===== src/rtl/tar_pkg.sv =====
// shared constants and types for the tile animation remapper
`timescale 1ns / 1ps
package tar_pkg;
   localparam int NumTilesDefault   = 1024;
   localparam int NumStrandsDefault = 16;
   localparam int TileW   = 10;
   localparam int DelayW  = 16;
   localparam int SelW    = 4;
   localparam int CountW  = 5;
   localparam logic [15:0] LfsrSeed = 16'hACE1;
   localparam logic [15:0] LfsrMask = 16'hB400;

   typedef enum logic [1:0] {
      FUNC_TICK  = 2'd0,
      FUNC_LOAD  = 2'd1,
      FUNC_READ  = 2'd2,
      FUNC_RESET = 2'd3
   } func_type;

   typedef enum logic [1:0] {
      MODE_FWD  = 2'd0,
      MODE_BWD  = 2'd1,
      MODE_FLIP = 2'd2,
      MODE_RAND = 2'd3
   } mode_type;

   // one strand's settings as stored
   typedef struct packed {
      logic [DelayW-1:0] delay;
      logic [1:0]        mode;
      logic [TileW-1:0]  first;
      logic [TileW-1:0]  last;
   } strand_type;
endpackage


===== src/rtl/tar_mod.sv =====
// multi-cycle modulo unit, restoring, one quotient bit per cycle
`timescale 1ns / 1ps
module tar_mod (
   input  logic                    clock,
   input  logic                    reset,
   input  logic                    start,
   input  logic [15:0]             dividend,
   input  logic [tar_pkg::TileW-1:0] divisor,
   output logic                    done,
   output logic [tar_pkg::TileW-1:0] remainder
);
   logic [15:0]              num_ff, num_in;
   logic [tar_pkg::TileW:0]  rem_ff, rem_in;
   logic [4:0]               cnt_ff, cnt_in;
   logic                     busy_ff, busy_in;
   logic [tar_pkg::TileW:0]  trial;

   always_comb begin
      num_in  = num_ff;
      rem_in  = rem_ff;
      cnt_in  = cnt_ff;
      busy_in = busy_ff;
      trial   = {rem_ff[tar_pkg::TileW-1:0], num_ff[15]};
      if (start) begin
         num_in  = dividend;
         rem_in  = '0;
         cnt_in  = 5'd16;
         busy_in = 1'b1;
      end else if (busy_ff) begin
         num_in = {num_ff[14:0], 1'b0};
         if (trial >= {1'b0, divisor}) rem_in = trial - {1'b0, divisor};
         else rem_in = trial;
         cnt_in = cnt_ff - 5'd1;
         if (cnt_ff == 5'd1) busy_in = 1'b0;
      end
   end

   always_ff @(posedge clock) begin
      if (reset) begin
         busy_ff <= 1'b0;
         cnt_ff  <= '0;
      end else begin
         busy_ff <= busy_in;
         cnt_ff  <= cnt_in;
      end
      num_ff <= num_in;
      rem_ff <= rem_in;
   end

   assign done      = busy_ff && (cnt_ff == 5'd1);
   assign remainder = done ? rem_in[tar_pkg::TileW-1:0] : rem_ff[tar_pkg::TileW-1:0];
endmodule


===== config.mk =====
export PLATFORM = sky130hd
export DESIGN_NAME = tar_mod
export DESIGN_NICKNAME = d
export VERILOG_FILES = /design/src/rtl/tar_pkg.sv /design/src/rtl/tar_mod.sv
export SDC_FILE = /design/constraint.sdc
export NUM_CORES = 1
export LEC_CHECK = 0
export BUFFER_PORTS_ARGS = -buffer_cell sky130_fd_sc_hd__buf_2
export CAP_MARGIN = 5
export CORE_ASPECT_RATIO = 0.9
export CORE_MARGIN = 2
export CORE_UTILIZATION = 50
export CTS_CLUSTER_SIZE = 16
export DETAILED_ROUTE_END_ITERATION = 6
export GPL_TIMING_DRIVEN = 1
export PLACE_DENSITY = 0.82
export SLEW_MARGIN = 10
export SYNTH_ARGS = -nofsm -noshare
export SYNTH_HDL_FRONTEND = slang
export SYNTH_SLANG_ARGS = --single-unit

===== constraint.sdc =====
create_clock -name clock -period 3.5 [get_ports clock]
set_clock_uncertainty 0.15 [all_clocks]
set_input_delay 0.7 -clock clock [delete_from_list [all_inputs] [get_ports clock]]
set_output_delay 0.7 -clock clock [all_outputs]
set_load 0.01 [all_outputs]

Yosys cells after proc, flatten, opt, wreduce, memory -nomap -nowiden
Index checks and enable logic that the tools add are counted.
{"block": "totals", "input_bits": 29, "wordCells": 23, "reg_bits": 32}
{"block": "op_classes", "reduce_logical": 3, "eq_ne": 1, "n_lt_le_gt_ge": 1, "muxes": 11, "n_addsub": 2}
{"operator": "two-way mux 10 bit", "n": 4}
{"operator": "two-way mux 16 bit", "n": 2}
{"operator": ">= comparator 11 x 10 -> 1 bit", "n": 1}
{"operator": "two-way mux 5 bit", "n": 2}
{"operator": "subtractor 10 bit", "n": 1}
{"operator": "equality test 5 x 1 -> 1 bit, second input constant", "n": 1}
{"operator": "subtractor 5 x 1 -> 5 bit, second input constant", "n": 1}
{"operator": "two-way mux 1 bit", "n": 3}
{"operator": "nonzero test 2 bit", "n": 1}
{"operator": "OR reduction 2 bit", "n": 1}
{"operator": "logical AND 1 bit", "n": 1}

Depth between registers and ports, before layout
Gate-level depths: netlist of run 1.
{"block": "depth", "word_depth": 5, "depth_mapped": 10}

Least setup slack after synthesis of run 1
No wires, ideal clock.
{"block": "synth_timing", "path_type": "input to output", "start": "in divisor[5] (netlist bit)", "end": "out remainder[0] (netlist bit)", "required_time_ns": 2.650, "t_arrival_ns": 2.481, "path_slack_ns": 0.169, "stages": 9, "path_cell_list": "inv_1 > ha_1 > buf_4 > nand4_2 > nor3_2 > nor2_2 > a21oi_4 > mux2_2 > o21ai_0"}
{"block": "synth_via", "elab_chain_cells": 5}
{"item": "from (decl)", "line_no": "tar_mod.sv:8", "source": "input logic [tar_pkg::TileW-1:0] divisor,"}
{"item": ">= comparator 11 x 10 -> 1 bit", "line_no": "tar_mod.sv:31", "source": "if (trial >= {1'b0, divisor}) rem_in = trial - {1'b0, divisor};"}
{"item": "two-way mux 10 bit", "line_no": "tar_mod.sv:31"}
{"item": "two-way mux 10 bit", "line_no": "tar_mod.sv:29", "source": "end else if (busy_ff) begin"}
{"item": "two-way mux 10 bit", "line_no": "tar_mod.sv:24", "source": "if (start) begin"}
{"item": "two-way mux 10 bit", "line_no": "tar_mod.sv:51", "source": "assign remainder = done ? rem_in[tar_pkg::TileW-1:0] : rem_ff[tar_pkg::TileW-1:0];"}
{"item": "to (decl)", "line_no": "tar_mod.sv:10", "source": "output logic [tar_pkg::TileW-1:0] remainder"}
Every way passes these cells.

Final worst setup path of run 1
{"block": "layout_timing", "start": "in divisor[0] (netlist bit)", "end": "out remainder[6] (netlist bit)"}
{"block": "layout_via", "elab_chain_cells": 5, "elab_cells_between_ends": 6}
{"item": "subtractor 10 bit or >= comparator 11 x 10 -> 1 bit (tied branches)", "line_no": "tar_mod.sv:31"}
{"item": "two-way mux 10 bit *", "line_no": "tar_mod.sv:31"}
{"item": "two-way mux 10 bit *", "line_no": "tar_mod.sv:29"}
{"item": "two-way mux 10 bit *", "line_no": "tar_mod.sv:24"}
{"item": "two-way mux 10 bit *", "line_no": "tar_mod.sv:51"}
Every way passes the cells marked *; elsewhere a longest branch is shown, timed or not.

==> impl_metrics.ini, run 1 <==
[timing]
worstMarginPinSlew_ns = 0.579
maxSlewViolCount = 0
hold_viol = 0
relSlewSlack_pct = 61.3
finalCriticalPeriod_ns = 3.46
hold_slack_ns = 0.370
setup_slack_ns = 0.0402
timing.final.crit_share_pct = 98.9
finalSetupViolCount = 0
fmax_ghz = 0.289

[yosys]
syn-num-nets = 253
ys.flop_type = edfxtp_1
synth_top_area_share_pct = 23.5
synth_area_leaders = edfxtp_1 23%, dfxtp_1 16%, mux2_2 8.8%, ha_1 7.3%, inv_1 3.5%
ys_async_sr_fraction_pct = 0
ys_ff_latch = 32
ys_seq_area_share_pct = 39.1
synth_top_area_cell = edfxtp_1
yosysWarnings = 0
syn_avg_cell_area_um2 = 9.71
syn_inst = 211
synth_cell_type_count = 46
netlist_area_um2 = 2050
synth-edff-count = 16

[place]
dp_slack_ns = 0.00364
io_buffers = 39
gp_congestion = 0.931
dp_hpwl_mm = 3.30
place_area_um2 = 2320

[power_and_ir_drop]
cellPowerDensity_nw_per_um2 = 415
p_leak_uw = 0.00106
peakVddDrop_mv = 0.337
fin_total_pwr_uw = 1040

[critical_path]
start_kind = primary input
worstRegToRegCells = 9
cp-end-kind = output pin
r2r-start = rem_ff[5]
required_ns = 2.65
cp_max_fo = 3
crit_path_frequent_cell = buf_2
ff2ff_setup_slack_ns = 1.07
path_class = primary input to output pin
r2r_end = rem_ff[5]
crit_chain = buf_2 > ha_1 > inv_1 > fa_1 > nand3_1 > nand2_1 > and4_2 > nand4b_1 > mux2i_2 > o21ai_1 > buf_2
arrival_ns = 2.61
crit_slowest_cell = fa_1
cpPeakStageDelay_ns = 0.41

[route]
wl_mm = 4.65
drtIter0Drc = 155
wire_per_inst_um = 15.1
viasPerCell = 5.69
drtPass1Iterations = 4
drtAntennaViolNets = 0
vias = 1753
drc = 0

[global_routing]
grt_pass1_wl_mm = 7.36
antenna_found_initial = 0
overflow = 0
grt_max_degree = 32
grt_use_met2_pct = 32.3
track_usage_pct = 20.3
top_usage_layer = met2
grt_use_met3_pct = 6.84
grt_pass1_vias = 1622
use_met1_pct = 25.5

[worst_hold_path]
hold_depth = 2
whs_endpoint = cnt_ff[1]
worstHoldStart = cnt_ff[1]
hold_path_class = flop to flop

[final_layout]
fin_nets = 301
drive_gt1_share_pct = 36.2
diodes = 0
fin_util_pct = 62.1
stdcell_area_um2 = 2490
area_delta_synth_final_pct = 21.8

[clocking]
cts_tree = done
insertion_delay_ns = 0.29
cts_buffers = 5
ctsHoldBuffers = 0
cts_root_buf = clkbuf_8
htree_levels = 2
clk_path_buf_depth = 2
cts.clk_slew.worst_paths_ns = 0.06
clock_sinks = 32

[run_status]
status = finished, final reports clean

[floorplanning]
ios = 40
die_area_um2 = 4630
start_util_pct = 51.0
die_w_um = 71.5
rows = 22
die-height_um = 64.7
core_area_um2 = 4020

[flow_run]
drv_cap = 0
## state kept, by name (all words and copies together), names as in the netlist
register / cells
busy_ff: 1
num_ff: 16
rem_ff: 10
cnt_ff: 5
## Yosys cell counts (2+ instances only)
| cell | count |
|---|---|
| a211oi_1 | 8 |
| a21oi_1 | 10 |
| a32o_1 | 4 |
| buf_4 | 3 |
| clkbuf_1 | 2 |
| dfxtp_1 | 16 |
| edfxtp_1 | 16 |
| ha_1 | 12 |
| inv_1 | 19 |
| mux2_2 | 16 |
| mux2i_1 | 7 |
| nand2_1 | 18 |
| nand2b_1 | 4 |
| nor2_1 | 17 |
| nor2b_1 | 2 |
| nor3_1 | 7 |
| nor4b_1 | 2 |
| o211ai_1 | 2 |
| o21ai_0 | 11 |
| or2_2 | 2 |
| xnor2_1 | 5 |
| xor2_1 | 4 |
## worst max-delay path: cells and delay by family
| family | cells | cell delay, ns |
|---|---|---|
| fa+ha+maj | 2 | 0.56 |
| compound gates | 1 | 0.13 |
| buf+inv | 3 | 0.28 |
| mux | 1 | 0.25 |
| simple gates | 4 | 0.69 |
## what timing repair did
item,in CTS,in global routing
pin swaps,0,6
setup buffers,0,1
endpoints found under the setup margin,1,9
gates resized for setup,1,19
endpoints found under the hold margin,0,0
## cell families after synthesis
family / count (synthesis) / share of synthesized area [%]
xor+xnor: 9 / 3.85
compound gates: 43 / 14.4
mux: 23 / 12.2
simple gates: 64 / 16.0
flops: 32 / 39.1
buf+inv: 27 / 6.11
fa+ha+maj: 13 / 8.31
## stage by stage
| stage | cells | TNS (ns) |
|---|---|---|
| detailed placement | 299 | 0 |
| CTS | 307 | 0 |
| finish | 308 | 0 |
| global placement | 299 | 0 |
| global route | 308 | -0.0521 |
| floorplan | 211 | 0 |
## cell usage in the layout, fill, tap and decap left out, types with 3 or more instances in the layout
master and n:
xnor2_1 5, mux2i_1 3, a21oi_1 7, mux2i_2 3
nor3_1 7, clkbuf_8 5, nor2_1 17, buf_4 9
a32o_1 4, nand2b_1 4, buf_2 39, o21ai_0 8
a21oi_2 3, inv_1 19, o21ai_1 3, dfxtp_1 16
xor2_1 4, mux2_2 16, a211oi_1 8, nand2_1 17
ha_1 8, edfxtp_1 16
## layout make-up
class                           instances  area [µm²]
Tap cell                               48        60.1
Clock buffer                            6        72.6
Clock inverter                          2        11.3
Sequential cell                        32         801
Timing Repair Buffer                   49         274
Inverter                               19        71.3
Multi-Input combinational cell        152        1200
Fill cell                             356        1520
## power breakdown
group	total, µW	leakage [µW]	switching (µW)	internal [µW]
combinational	309	0.000731	162	147
clock	271	0.0000388	133	138
sequential	456	0.000293	23.7	432
total	1040	0.00106	319	717
## routing by layer
| layer | routed length, µm | share of wire (%) |
|---|---|---|
| met5 | 0 | 0 |
| met4 | 76 | 1.6 |
| met3 | 370 | 8.0 |
| met2 | 2210 | 48 |
| met1 | 1990 | 43 |
## how the worst max path moves through the flow
stage / cells after the start / start / end
6_report: 11 / divisor[0] / remainder[6]
5_1_grt: 11 / divisor[3] / remainder[7]
4_1_cts: 11 / divisor[6] / remainder[7]
3_5_place_dp: 11 / divisor[4] / remainder[5]
3_3_place_gp: 11 / divisor[6] / remainder[7]
2_1_floorplan: 9 / divisor[5] / remainder[0]
Power figures use the tool's default switching activity.
==> run 2: changes to the inputs <==
Settings changed: CELL_PAD_IN_SITES_DETAIL_PLACEMENT set to 0, CELL_PAD_IN_SITES_GLOBAL_PLACEMENT set to 1, CORE_UTILIZATION 50 to 38, PLACE_DENSITY 0.82 to 0.85.
Clock period 3.5 ns to 3 ns, I/O delays scaled along.
==> run 2 against run 1 <==
  * Setup slack lost 0.24 ns
  * Final area grew 22%
  * The flow now finishes with violations (setup timing)
  * Via count grew 6.3%
  * Highest routed layer unchanged
  * Routed wire length grew 15%
  * Sequential share of layout area shrank 5.7 points
  * Hold slack lost 0.0055 ns
  * Die area grew 30%
  * Global-route usage shrank 1.4 points
  * Sequential power grew 18%
==> impl_metrics.ini, run 2 (synthesis results as in run 1) <==
[power_and_ir_drop]
peakVddDrop_mv = 0.297
p_leak_uw = 0.00129
cellPowerDensity_nw_per_um2 = 485

[clocking]
cts_tree = done
cts_root_buf = clkbuf_8
clock_sinks = 32
cts.clk_slew.worst_paths_ns = 0.06
htree_levels = 2
clk_path_buf_depth = 2
cts_buffers = 5
ctsHoldBuffers = 0
insertion_delay_ns = 0.28

[place]
gp_congestion = 0.831
io_buffers = 39
dp_slack_ns = -0.223
dp_hpwl_mm = 3.53

[floorplanning]
start_util_pct = 39.2
die-height_um = 73.7
core_area_um2 = 5220
die_area_um2 = 5990
rows = 25
die_w_um = 81.4
ios = 40

[flow_run]
drv_cap = 0

[final_layout]
drive_gt1_share_pct = 52.7
diodes = 0
largestRegisters = num_ff (16), rem_ff (10), cnt_ff (5)
fin_util_pct = 58.3
fin_nets = 339
final_common_cell = buf_4
area_delta_synth_final_pct = 48.6
largest-register = num_ff
fillCellCount = 442
largest_reg_flops = 16
final_cell_mix = 45 x buf_4, 38 x buf_2, 17 x nor2_1

[timing]
timing.final.crit_share_pct = 107
finalCriticalPeriod_ns = 3.20
finalSetupViolCount = 10
rsz0062_at_grt = true
relSlewSlack_pct = 58.0
worstMarginPinSlew_ns = 0.629
hold_viol = 0
hold_slack_ns = 0.365
maxSlewViolCount = 0
setup_slack_ns = -0.196
fmax_ghz = 0.313

[critical_path]
start_kind = primary input
cp-end-kind = output pin
arrival_ns = 2.45
path_class = primary input to output pin
cp_max_fo = 7
required_ns = 2.25

[global_routing]
track_usage_pct = 18.9
overflow = 0
grt_pass1_wl_mm = 8.51
antenna_found_initial = 0
grt_max_degree = 32
grt_pass1_vias = 1842

[route]
drc = 0
wl_mm = 5.36
drtIter0Drc = 66
vias = 1863
drtPass1Iterations = 4
drtAntennaViolNets = 0
viasPerCell = 5.10
wire_per_inst_um = 14.7

[run_status]
failed_checks = setup timing
status = complete, but fails checks

[worst_hold_path]
hold_path_class = flop to flop
[run 2: cell count changes in the layout (fill, tap and decap cells not counted), moves of 3 or more]
| cell | change |
|---|---|
| buf_4 | +36 |
| ha_1 | -5 |
| ha_4 | +7 |
| inv_1 | -6 |
| inv_2 | +5 |
| mux2i_1 | -3 |
| mux2i_4 | +4 |
| o21ai_0 | -6 |
| o21ai_1 | +5 |
[run 2: power by group]
group,internal (µW),total (µW),leakage (µW),switching (µW)
combinational,297,537,0.000939,240
sequential,505,536,0.000294,31.3
clock,246,402,0.0000552,156
total,1050,1480,0.00129,427
[run 2: worst paths after layout]
path | end | slack (ns) | start | cells past startpoint
max | remainder[4] | -0.20 | divisor[2] | 12
min reg2reg | cnt_ff[1] | 0.36 | cnt_ff[1] | 2
max reg2reg | rem_ff[5] | 0.45 | rem_ff[1] | 12
min | cnt_ff[1] | 0.36 | cnt_ff[1] | 2
[run 2: area by class of cell]
cell class / instances / area, µm² / share of cell area (%)
clock inverter: 2 / 35.0 / 1.15
multi-input combinational: 152 / 1390 / 45.8
tap: 67 / 83.8 / 2.75
clock buffer: 6 / 72.6 / 2.38
sequential: 32 / 803 / 26.4
inverter: 19 / 73.8 / 2.42
timing repair buffer: 87 / 582 / 19.1
[run 2: routing by layer]
| layer | global-route usage, % | vias up | share of wire [%] |
|---|---|---|---|
| met4 | 7.34 | 0 | 1.2 |
| met3 | 2.09 | 5 | 4.0 |
| met2 | 33.1 | 40 | 52 |
| met5 | 0 | - | 0 |
| met1 | 23.7 | 893 | 43 |
| li1 | - | 925 | - |
[run 2: metrics by stage]
| step | setup TNS (ns) | cells | instance area (µm²) | power (µW) |
|---|---|---|---|---|
| final | -1.56 | 365 | 3040 | 1480 |
| after global routing | -2.36 | 365 | 3040 | 1550 |
| after CTS | -0.678 | 357 | 2960 | 1440 |
| after detailed placement | -1.81 | 341 | 2530 | 915 |
| after global placement | -1.72 | 341 | 2530 | 907 |
| after floorplan | 0 | 211 | 2050 | 761 |
[run 2: critical path: stages]
cell     delay [ns]
buf_6          0.07
inv_4          0.03
ha_4           0.26
buf_6          0.10
nand4_1        0.17
nor3_4         0.27
nor2_4         0.07
a21oi_4        0.22
buf_12         0.18
mux2i_4        0.24
o21ai_1        0.08
buf_2          0.14
[run 2: repair_timing]
action                     CTS  global route
pin swaps                   28            12
hold endpoints to repair     0             0
setup endpoints to repair   10            10
gates resized for setup     58             6
buffers inserted             9            10
